[src/rtl/tts_pkg.sv]
// shared types, codes and helpers for the triangular table store
package tts_pkg;

   localparam int MAX_ROWS_DEF   = 32;
   localparam int VALUE_BITS_DEF = 32;
   localparam int DEPTH_DEF      = MAX_ROWS_DEF * (MAX_ROWS_DEF + 1) / 2;
   localparam int ADDR_BITS_DEF  = (DEPTH_DEF > 1) ? $clog2(DEPTH_DEF) : 1;

   localparam int CMD_BITS   = 2;
   localparam int ROW_BITS   = 6;
   localparam int WORD_BITS  = 32;
   localparam int IDX_BITS   = 12;

   localparam logic [ROW_BITS-1:0] ROWS_RESET = ROW_BITS'(1);

   localparam logic [CMD_BITS-1:0] CMD_WRITE  = 2'd0;
   localparam logic [CMD_BITS-1:0] CMD_READ   = 2'd1;
   localparam logic [CMD_BITS-1:0] CMD_MIRROR = 2'd2;

   typedef struct packed {
      logic [CMD_BITS-1:0]         cmd;
      logic [ROW_BITS-1:0]         row;
      logic [ROW_BITS-1:0]         col;
      logic signed [WORD_BITS-1:0] write_value;
   } tts_req_type;

   typedef struct packed {
      logic signed [WORD_BITS-1:0] read_value;
      logic                        status;
   } tts_rsp_type;

   typedef enum logic [3:0] {
      ST_CLEAR,
      ST_IDLE,
      ST_ACCESS,
      ST_RD_DATA,
      ST_M_ROW,
      ST_M_PAIR,
      ST_M_RD_A,
      ST_M_RD_B,
      ST_M_WR_A,
      ST_M_WR_B,
      ST_DONE
   } tts_state_type;

   // packed position row*(row+1)/2+col
   function automatic logic [IDX_BITS-1:0] tri_index(input logic [ROW_BITS-1:0] row,
                                                     input logic [ROW_BITS-1:0] col);
      logic [IDX_BITS-1:0] prod;
      prod = IDX_BITS'(row) * (IDX_BITS'(row) + IDX_BITS'(1));
      return (prod >> 1) + IDX_BITS'(col);
   endfunction

endpackage

[src/rtl/tts_seq.sv]
// sequencer: clearing pass, entry access and row mirror over the shared memory port
module tts_seq import tts_pkg::*; #(
   parameter int DEPTH = DEPTH_DEF,
   parameter int AW    = ADDR_BITS_DEF,
   parameter int VW    = VALUE_BITS_DEF
) (
   input  logic                clock,
   input  logic                reset,
   input  logic                in_valid,
   input  tts_req_type         in_data,
   output logic                in_ready,
   input  logic [ROW_BITS-1:0] used_rows,
   input  logic                out_free,
   output logic                out_valid,
   output tts_rsp_type         out_data,
   output logic                mem_wr_en,
   output logic [AW-1:0]       mem_wr_addr,
   output logic [VW-1:0]       mem_wr_data,
   output logic                mem_rd_en,
   output logic [AW-1:0]       mem_rd_addr,
   input  logic [VW-1:0]       mem_rd_data
);

   localparam logic [AW-1:0] LAST_ADDR = AW'(DEPTH - 1);

   tts_state_type state_ff, state_in;
   logic [CMD_BITS-1:0]  cmd_ff, cmd_in;
   logic [ROW_BITS-1:0]  row_ff, row_in;
   logic [ROW_BITS-1:0]  col_ff, col_in;
   logic [VW-1:0]        wval_ff, wval_in;
   logic [VW-1:0]        tmp_ff, tmp_in;
   logic                 status_ff, status_in;
   logic [WORD_BITS-1:0] rval_ff, rval_in;
   logic [AW-1:0]        a_ff, a_in;
   logic [AW-1:0]        b_ff, b_in;
   logic [AW-1:0]        base_ff, base_in;
   logic [AW-1:0]        last_ff, last_in;

   logic          accept;
   logic          addr_bad;
   logic          pair_left;
   logic          row_last;
   logic [AW-1:0] acc_addr;

   assign accept    = in_valid && (state_ff == ST_IDLE);
   assign addr_bad  = (in_data.row >= used_rows) || (in_data.col > in_data.row);
   assign pair_left = a_ff < b_ff;
   assign row_last  = ROW_BITS'(row_ff + ROW_BITS'(1)) == used_rows;
   assign acc_addr  = AW'(tri_index(row_ff, col_ff));

   // next state
   always_comb begin
      state_in = state_ff;
      unique case (state_ff)
         ST_CLEAR: begin
            if (a_ff == LAST_ADDR) state_in = ST_IDLE;
         end
         ST_IDLE: begin
            if (in_valid) begin
               unique case (in_data.cmd) inside
                  CMD_WRITE, CMD_READ: state_in = addr_bad ? ST_DONE : ST_ACCESS;
                  CMD_MIRROR:          state_in = ST_M_ROW;
                  default:             state_in = ST_DONE;
               endcase
            end
         end
         ST_ACCESS: begin
            state_in = (cmd_ff == CMD_WRITE) ? ST_DONE : ST_RD_DATA;
         end
         ST_RD_DATA: state_in = ST_DONE;
         ST_M_ROW:   state_in = ST_M_PAIR;
         ST_M_PAIR: begin
            if (pair_left) begin
               state_in = ST_M_RD_A;
            end else begin
               state_in = row_last ? ST_DONE : ST_M_ROW;
            end
         end
         ST_M_RD_A: state_in = ST_M_RD_B;
         ST_M_RD_B: state_in = ST_M_WR_A;
         ST_M_WR_A: state_in = ST_M_WR_B;
         ST_M_WR_B: state_in = ST_M_PAIR;
         ST_DONE: begin
            if (out_free) state_in = ST_IDLE;
         end
         default: state_in = ST_CLEAR;
      endcase
   end

   // outputs
   always_comb begin
      mem_wr_en   = 1'b0;
      mem_wr_addr = a_ff;
      mem_wr_data = '0;
      mem_rd_en   = 1'b0;
      mem_rd_addr = a_ff;
      out_valid   = 1'b0;
      in_ready    = 1'b0;
      unique case (state_ff)
         ST_CLEAR: begin
            mem_wr_en = 1'b1;
         end
         ST_IDLE: begin
            in_ready = 1'b1;
         end
         ST_ACCESS: begin
            if (cmd_ff == CMD_WRITE) begin
               mem_wr_en   = 1'b1;
               mem_wr_addr = acc_addr;
               mem_wr_data = wval_ff;
            end else begin
               mem_rd_en   = 1'b1;
               mem_rd_addr = acc_addr;
            end
         end
         ST_M_RD_A: begin
            mem_rd_en = 1'b1;
         end
         ST_M_RD_B: begin
            mem_rd_en   = 1'b1;
            mem_rd_addr = b_ff;
         end
         ST_M_WR_A: begin
            mem_wr_en   = 1'b1;
            mem_wr_data = mem_rd_data;
         end
         ST_M_WR_B: begin
            mem_wr_en   = 1'b1;
            mem_wr_addr = b_ff;
            mem_wr_data = tmp_ff;
         end
         ST_DONE: begin
            out_valid = out_free;
         end
         default: begin
            mem_wr_en = 1'b0;
         end
      endcase
   end

   assign out_data.read_value = rval_ff;
   assign out_data.status     = status_ff;

   // datapath
   always_comb begin
      cmd_in    = cmd_ff;
      row_in    = row_ff;
      col_in    = col_ff;
      wval_in   = wval_ff;
      tmp_in    = tmp_ff;
      status_in = status_ff;
      rval_in   = rval_ff;
      a_in      = a_ff;
      b_in      = b_ff;
      base_in   = base_ff;
      last_in   = last_ff;
      case (state_ff)
         ST_CLEAR: begin
            a_in = AW'(a_ff + AW'(1));
         end
         ST_IDLE: begin
            if (accept) begin
               cmd_in  = in_data.cmd;
               row_in  = in_data.row;
               col_in  = in_data.col;
               wval_in = VW'($signed(in_data.write_value));
               rval_in = '0;
               base_in = '0;
               last_in = '0;
               unique case (in_data.cmd) inside
                  CMD_WRITE, CMD_READ: status_in = addr_bad;
                  CMD_MIRROR: begin
                     status_in = 1'b0;
                     row_in    = '0;
                  end
                  default:             status_in = 1'b1;
               endcase
            end
         end
         ST_RD_DATA: begin
            rval_in = WORD_BITS'($signed(mem_rd_data));
         end
         ST_M_ROW: begin
            a_in = base_ff;
            b_in = last_ff;
         end
         ST_M_PAIR: begin
            if (!pair_left) begin
               row_in  = ROW_BITS'(row_ff + ROW_BITS'(1));
               base_in = AW'(last_ff + AW'(1));
               last_in = AW'(last_ff + AW'(row_ff) + AW'(2));
            end
         end
         ST_M_RD_B: begin
            tmp_in = mem_rd_data;
         end
         ST_M_WR_B: begin
            a_in = AW'(a_ff + AW'(1));
            b_in = AW'(b_ff - AW'(1));
         end
         default: begin
            tmp_in = tmp_ff;
         end
      endcase
   end

   always_ff @(posedge clock) begin
      if (reset) begin
         state_ff <= ST_CLEAR;
         a_ff     <= '0;
      end else begin
         state_ff <= state_in;
         a_ff     <= a_in;
      end
   end

   always_ff @(posedge clock) begin
      cmd_ff    <= cmd_in;
      row_ff    <= row_in;
      col_ff    <= col_in;
      wval_ff   <= wval_in;
      tmp_ff    <= tmp_in;
      status_ff <= status_in;
      rval_ff   <= rval_in;
      b_ff      <= b_in;
      base_ff   <= base_in;
      last_ff   <= last_in;
   end

   a_accept_leaves_idle: assert property (@(posedge clock) disable iff (reset)
      accept |=> state_ff != ST_IDLE)
      else $error("accepted word did not start work");

   a_swap_order: assert property (@(posedge clock) disable iff (reset)
      state_ff == ST_M_RD_A |-> pair_left)
      else $error("swap started on crossed addresses");

   a_access_in_range: assert property (@(posedge clock) disable iff (reset)
      state_ff == ST_ACCESS |-> !status_ff && acc_addr <= LAST_ADDR)
      else $error("memory access for a bad address");

   a_second_write: assert property (@(posedge clock) disable iff (reset)
      state_ff == ST_M_WR_B |-> $past(state_ff) == ST_M_WR_A)
      else $error("swap write out of sequence");

endmodule

[config.mk]
export PLATFORM = sky130hd
export DESIGN_NAME = tts_seq
export DESIGN_NICKNAME = d
export VERILOG_FILES = /design/src/rtl/tts_pkg.sv /design/src/rtl/tts_seq.sv
export SDC_FILE = /design/constraint.sdc
export NUM_CORES = 1
export LEC_CHECK = 0
export BUFFER_PORTS_ARGS = -buffer_cell sky130_fd_sc_hd__buf_4
export CAP_MARGIN = 10
export CORE_UTILIZATION = 45
export DETAILED_ROUTE_END_ITERATION = 16
export GPL_ROUTABILITY_DRIVEN = 0
export PLACE_DENSITY_LB_ADDON = 0.08
export SYNTH_ARGS = -nofsm -noshare
export SYNTH_HDL_FRONTEND = slang
export SYNTH_SLANG_ARGS = --single-unit
[constraint.sdc]
create_clock -name clock -period 5.5 [get_ports clock]
set_input_delay 0.825 -clock clock [delete_from_list [all_inputs] [get_ports clock]]
set_output_delay 0.825 -clock clock [all_outputs]
set_load 0.005 [all_outputs]
==> qor.txt <==
XOR/XNOR Fraction of Synth Area: 4.25%
initial core utilization: 45.9%
initial antenna violation count: 0
RSZ-0062 raised after global routing: true
Arr. time, crit path: 4990 ps
Final Hold Viols: 0
Area Growth Syn to Fin: 29.7%
fraction of registers with async set/reset: 0%
Crit Path Class: flip-flop to output port
max_cap viols: 0
period utilization: 106%
register area: 4510 sq um
worst r2r src: state_ff[0]
Worst setup EP type: output port
Simple-Gate Fraction of Synth Area: 13.5%
largest fanout on the critical path: 3
layout cells sized above 1: 29.9%
P_leak: 5.16 nW
Clock Tree Buf Depth: 2
Syn Area/Cell: 10.9 sq um
flip-flop and latch count after synthesis: 155
initial drt markers: 724
worst-skew pair later-pin latency: 430 ps
fin cells: 1336
DRC: 0
Antenna Nets Post-Route: 0
Post-synth EDFFs: 141
CTS hold repair buffers: 0
mean routed wirelength per cell: 19.3 um
Overall Global Routing Usage: 25.0%
CTS tree: done
GR Overflow Total: 0
area share of the largest cell type after synthesis: 45.6%
I/O Pins: 177
Worst VDD drop: 0.000179 V
number of port buffers: 176
diode count: 0
Most used DFF post-synth: edfxtp_1
Post-DP HPWL: 18400 um
Post-Place Setup Slack: -11.6 ps
Final Setup Violations: 11
slowest stage delay, CP: 510 ps
Crit path required time: 4680 ps
cell count after synthesis: 851
Worst-path clk slew: 70 ps
Synth Area in Adders: 13.4%
largest net degree at the start of global routing: 43
CP Launch Type: flip-flop
Pwr Density: 209 nW/um^2
final-layout fill cell count: 1719
Worst path slowest cell: fa_1
Distinct cells, synth: 59
via count: 7448
clk sinks: 155
CP cell instances: nand3_2 -> or2_4 -> ha_4 -> nor2_4 -> fa_1 -> inv_2 -> fa_1 -> fa_1 -> inv_2 -> ha_4 -> buf_6 -> xor2_1 -> ha_1 -> a21oi_2 -> nor2b_2 -> o2111ai_2 -> xor2_1 -> buf_4 -> o21bai_1 -> buf_4
overall routed net length: 25700 um
Root Driver: clkbuf_16
main combinational cell family by area after synthesis: compound AO/OA/AOI/OAI gates
min Tclk post-route: 5820 ps
drt pass-1 iters: 6
Max-slew headroom: 23.1%
Yosys top cell by area: edfxtp_1
Worst Hold End: a_ff[4]
R2R setup slack: 2190 ps
min-delay src: base_ff[4]
Final Max Slew Viols: 0
Ys Warns: 0
CTS H-tree lvls: 4
Hold Path Class: flip-flop to flip-flop
Mapped Nets: 1025
placed cell count: 1298
crit-path most repeated cell: fa_1
Vias per Instance: 5.57
Final Skew: 9.16 ps
row cnt: 52
largest cells by area after synthesis: edfxtp_1 46%, ha_1 8.6%, fa_1 4.7%, inv_1 4.0%, a222oi_1 3.8%
Reg2Reg Depth: 4
hold path depth: 2
fmax: 172 MHz
CTS Buf Count: 17
Cell Area, Synth: 9280 sq um
Die Width: 146 um
first-pass GRT wire length: 40500 um
failing checks: negative setup slack
RR Endpoint: b_ff[8]
Compound-Gate Fraction of Synth Area: 13.9%
multi-input logic area: 4560 sq um
Die Y: 146 um
vias in the first global route: 7271
Worst Tran Pin Value: 1150 ps
nets: 1227
Core Footprint: 20200 sq um
Seq/Total Area, Yosys: 48.6%
mux contribution to synthesized area: 0%
Die Footprint: 21200 sq um
status: finished, violations left
final worst setup slack: -317 ps
[critical path, delay by kind of cell (launching register included)]
family	cells	cell delay, ps
flip-flops	1	430
buffers and inverters	5	510
AO/OA/AOI/OAI	3	460
AND/OR/NAND/NOR	4	470
XOR/XNOR	2	320
adder cells (fa/ha/maj)	6	2340
[cells in the final DEF, fill, tap and decap left out, drive strengths merged, types with 7 or more instances in the layout]
master / n
inv: 110
nor2b: 24
a22oi: 11
nand4: 8
ha: 64
a21oi: 21
o21ai: 52
a211oi: 10
xor2: 17
nor2: 65
nand2: 41
nand2b: 7
buf: 222
xnor2: 28
dfxtp: 14
a21o: 12
edfxtp: 141
and3: 37
nor3: 16
fa: 22
nand3: 26
clkbuf: 17
a222oi: 35
[synth_stat cells, types with 3 or more instances]
| library cell | n |
|---|---|
| nor3_1 | 14 |
| nand3_1 | 24 |
| xnor2_1 | 28 |
| o21ai_1 | 35 |
| fa_1 | 22 |
| a22oi_1 | 11 |
| nor2b_1 | 24 |
| or3_1 | 3 |
| o21ai_0 | 17 |
| a21o_1 | 12 |
| buf_6 | 6 |
| dfxtp_1 | 14 |
| a2111oi_0 | 5 |
| a31oi_1 | 5 |
| edfxtp_1 | 141 |
| and3_1 | 37 |
| nor2_1 | 62 |
| clkbuf_1 | 24 |
| nand2b_1 | 7 |
| nand4_1 | 8 |
| a211oi_1 | 10 |
| o21bai_1 | 6 |
| a21oi_1 | 21 |
| nand2_1 | 41 |
| xor2_1 | 17 |
| a221oi_1 | 3 |
| inv_1 | 100 |
| nor4_1 | 4 |
| o221ai_1 | 3 |
| a222oi_1 | 35 |
| ha_1 | 64 |
| and2_1 | 5 |
| buf_2 | 5 |
[final cells by class]
type                    count  area share [%]
clock inverters            15            1.09
multi-input cells         554            37.9
repair buffers            222            14.0
flip-flops and latches    155            37.5
inverters                 103            3.23
well taps                 270            2.81
clock buffers              17            3.53
[power by group]
group	switching, mW	internal [mW]	leakage [nW]
sequential	0.00410	1.28	1.39
clock	0.524	0.594	0.269
combinational	0.0491	0.0633	3.50
total	0.577	1.93	5.16
[registers in the layout (all words and copies together), names as in the netlist]
signal,flops
rval_ff,32
base_ff,10
b_ff,10
a_ff,10
row_ff,6
cmd_ff,2
status_ff,1
tmp_ff,32
col_ff,6
last_ff,10
state_ff,4
wval_ff,32
[how the worst max path moves through the flow]
stage               slack [ps]  startpoint             end  cells after the start
floorplan                  130   row_ff[0]  mem_wr_addr[8]                     18
global placement            40   row_ff[0]  mem_rd_addr[6]                     19
detailed placement         -10   row_ff[0]  mem_rd_addr[9]                     20
CTS                       -260   row_ff[0]  mem_wr_addr[9]                     20
global route              -500   row_ff[0]  mem_wr_addr[9]                     19
finish                    -320   row_ff[0]  mem_wr_addr[9]                     20
[metrics by stage]
step           cell area (sq um)  total power [mW]  hold slack, ps  setup TNS [ps]  util, %
5_1_grt                    12000              2.58             546           -4550     59.5
3_3_place_gp               11100              1.42             527               0     54.7
6_report                   12000              2.51             549           -2460     59.5
4_1_cts                    11900              2.53             545           -1850     58.7
2_1_floorplan               9280              1.34             470               0        -
3_5_place_dp               11100              1.42             517           -16.8     54.7
[routing by layer]
layer / part of all wire (%) / track usage (%) / routed length [um] / up-vias
met3: 8.3 / 5.11 / 2140 / 22
met5: 0 / 0 / 0 / -
met2: 46 / 40.3 / 12000 / 339
met4: 0.89 / 5.53 / 228 / 0
li1: - / - / - / 3533
met1: 44 / 34.8 / 11400 / 3554
[timing repair]
| action | CTS | global route |
|---|---|---|
| gates resized for setup | 38 | 24 |
| gates cloned | 0 | 0 |
| pin swaps | 26 | 18 |
| setup buffers | 6 | 1 |
| endpoints found under the setup margin | 12 | 14 |
[cell families (layout without fill, tap and decap cells)]
| kind of cell | count (synthesis) | after routing |
|---|---|---|
| buffers and inverters | 142 | 357 |
| xor gates and xnor gates | 45 | 45 |
| DFF | 155 | 155 |
| AOI/OAI and AO/OA | 180 | 180 |
| and+or+nand+nor | 243 | 243 |
| adders and majority gates | 86 | 86 |
No activity file was read; power rests on OpenSTA's default activity.
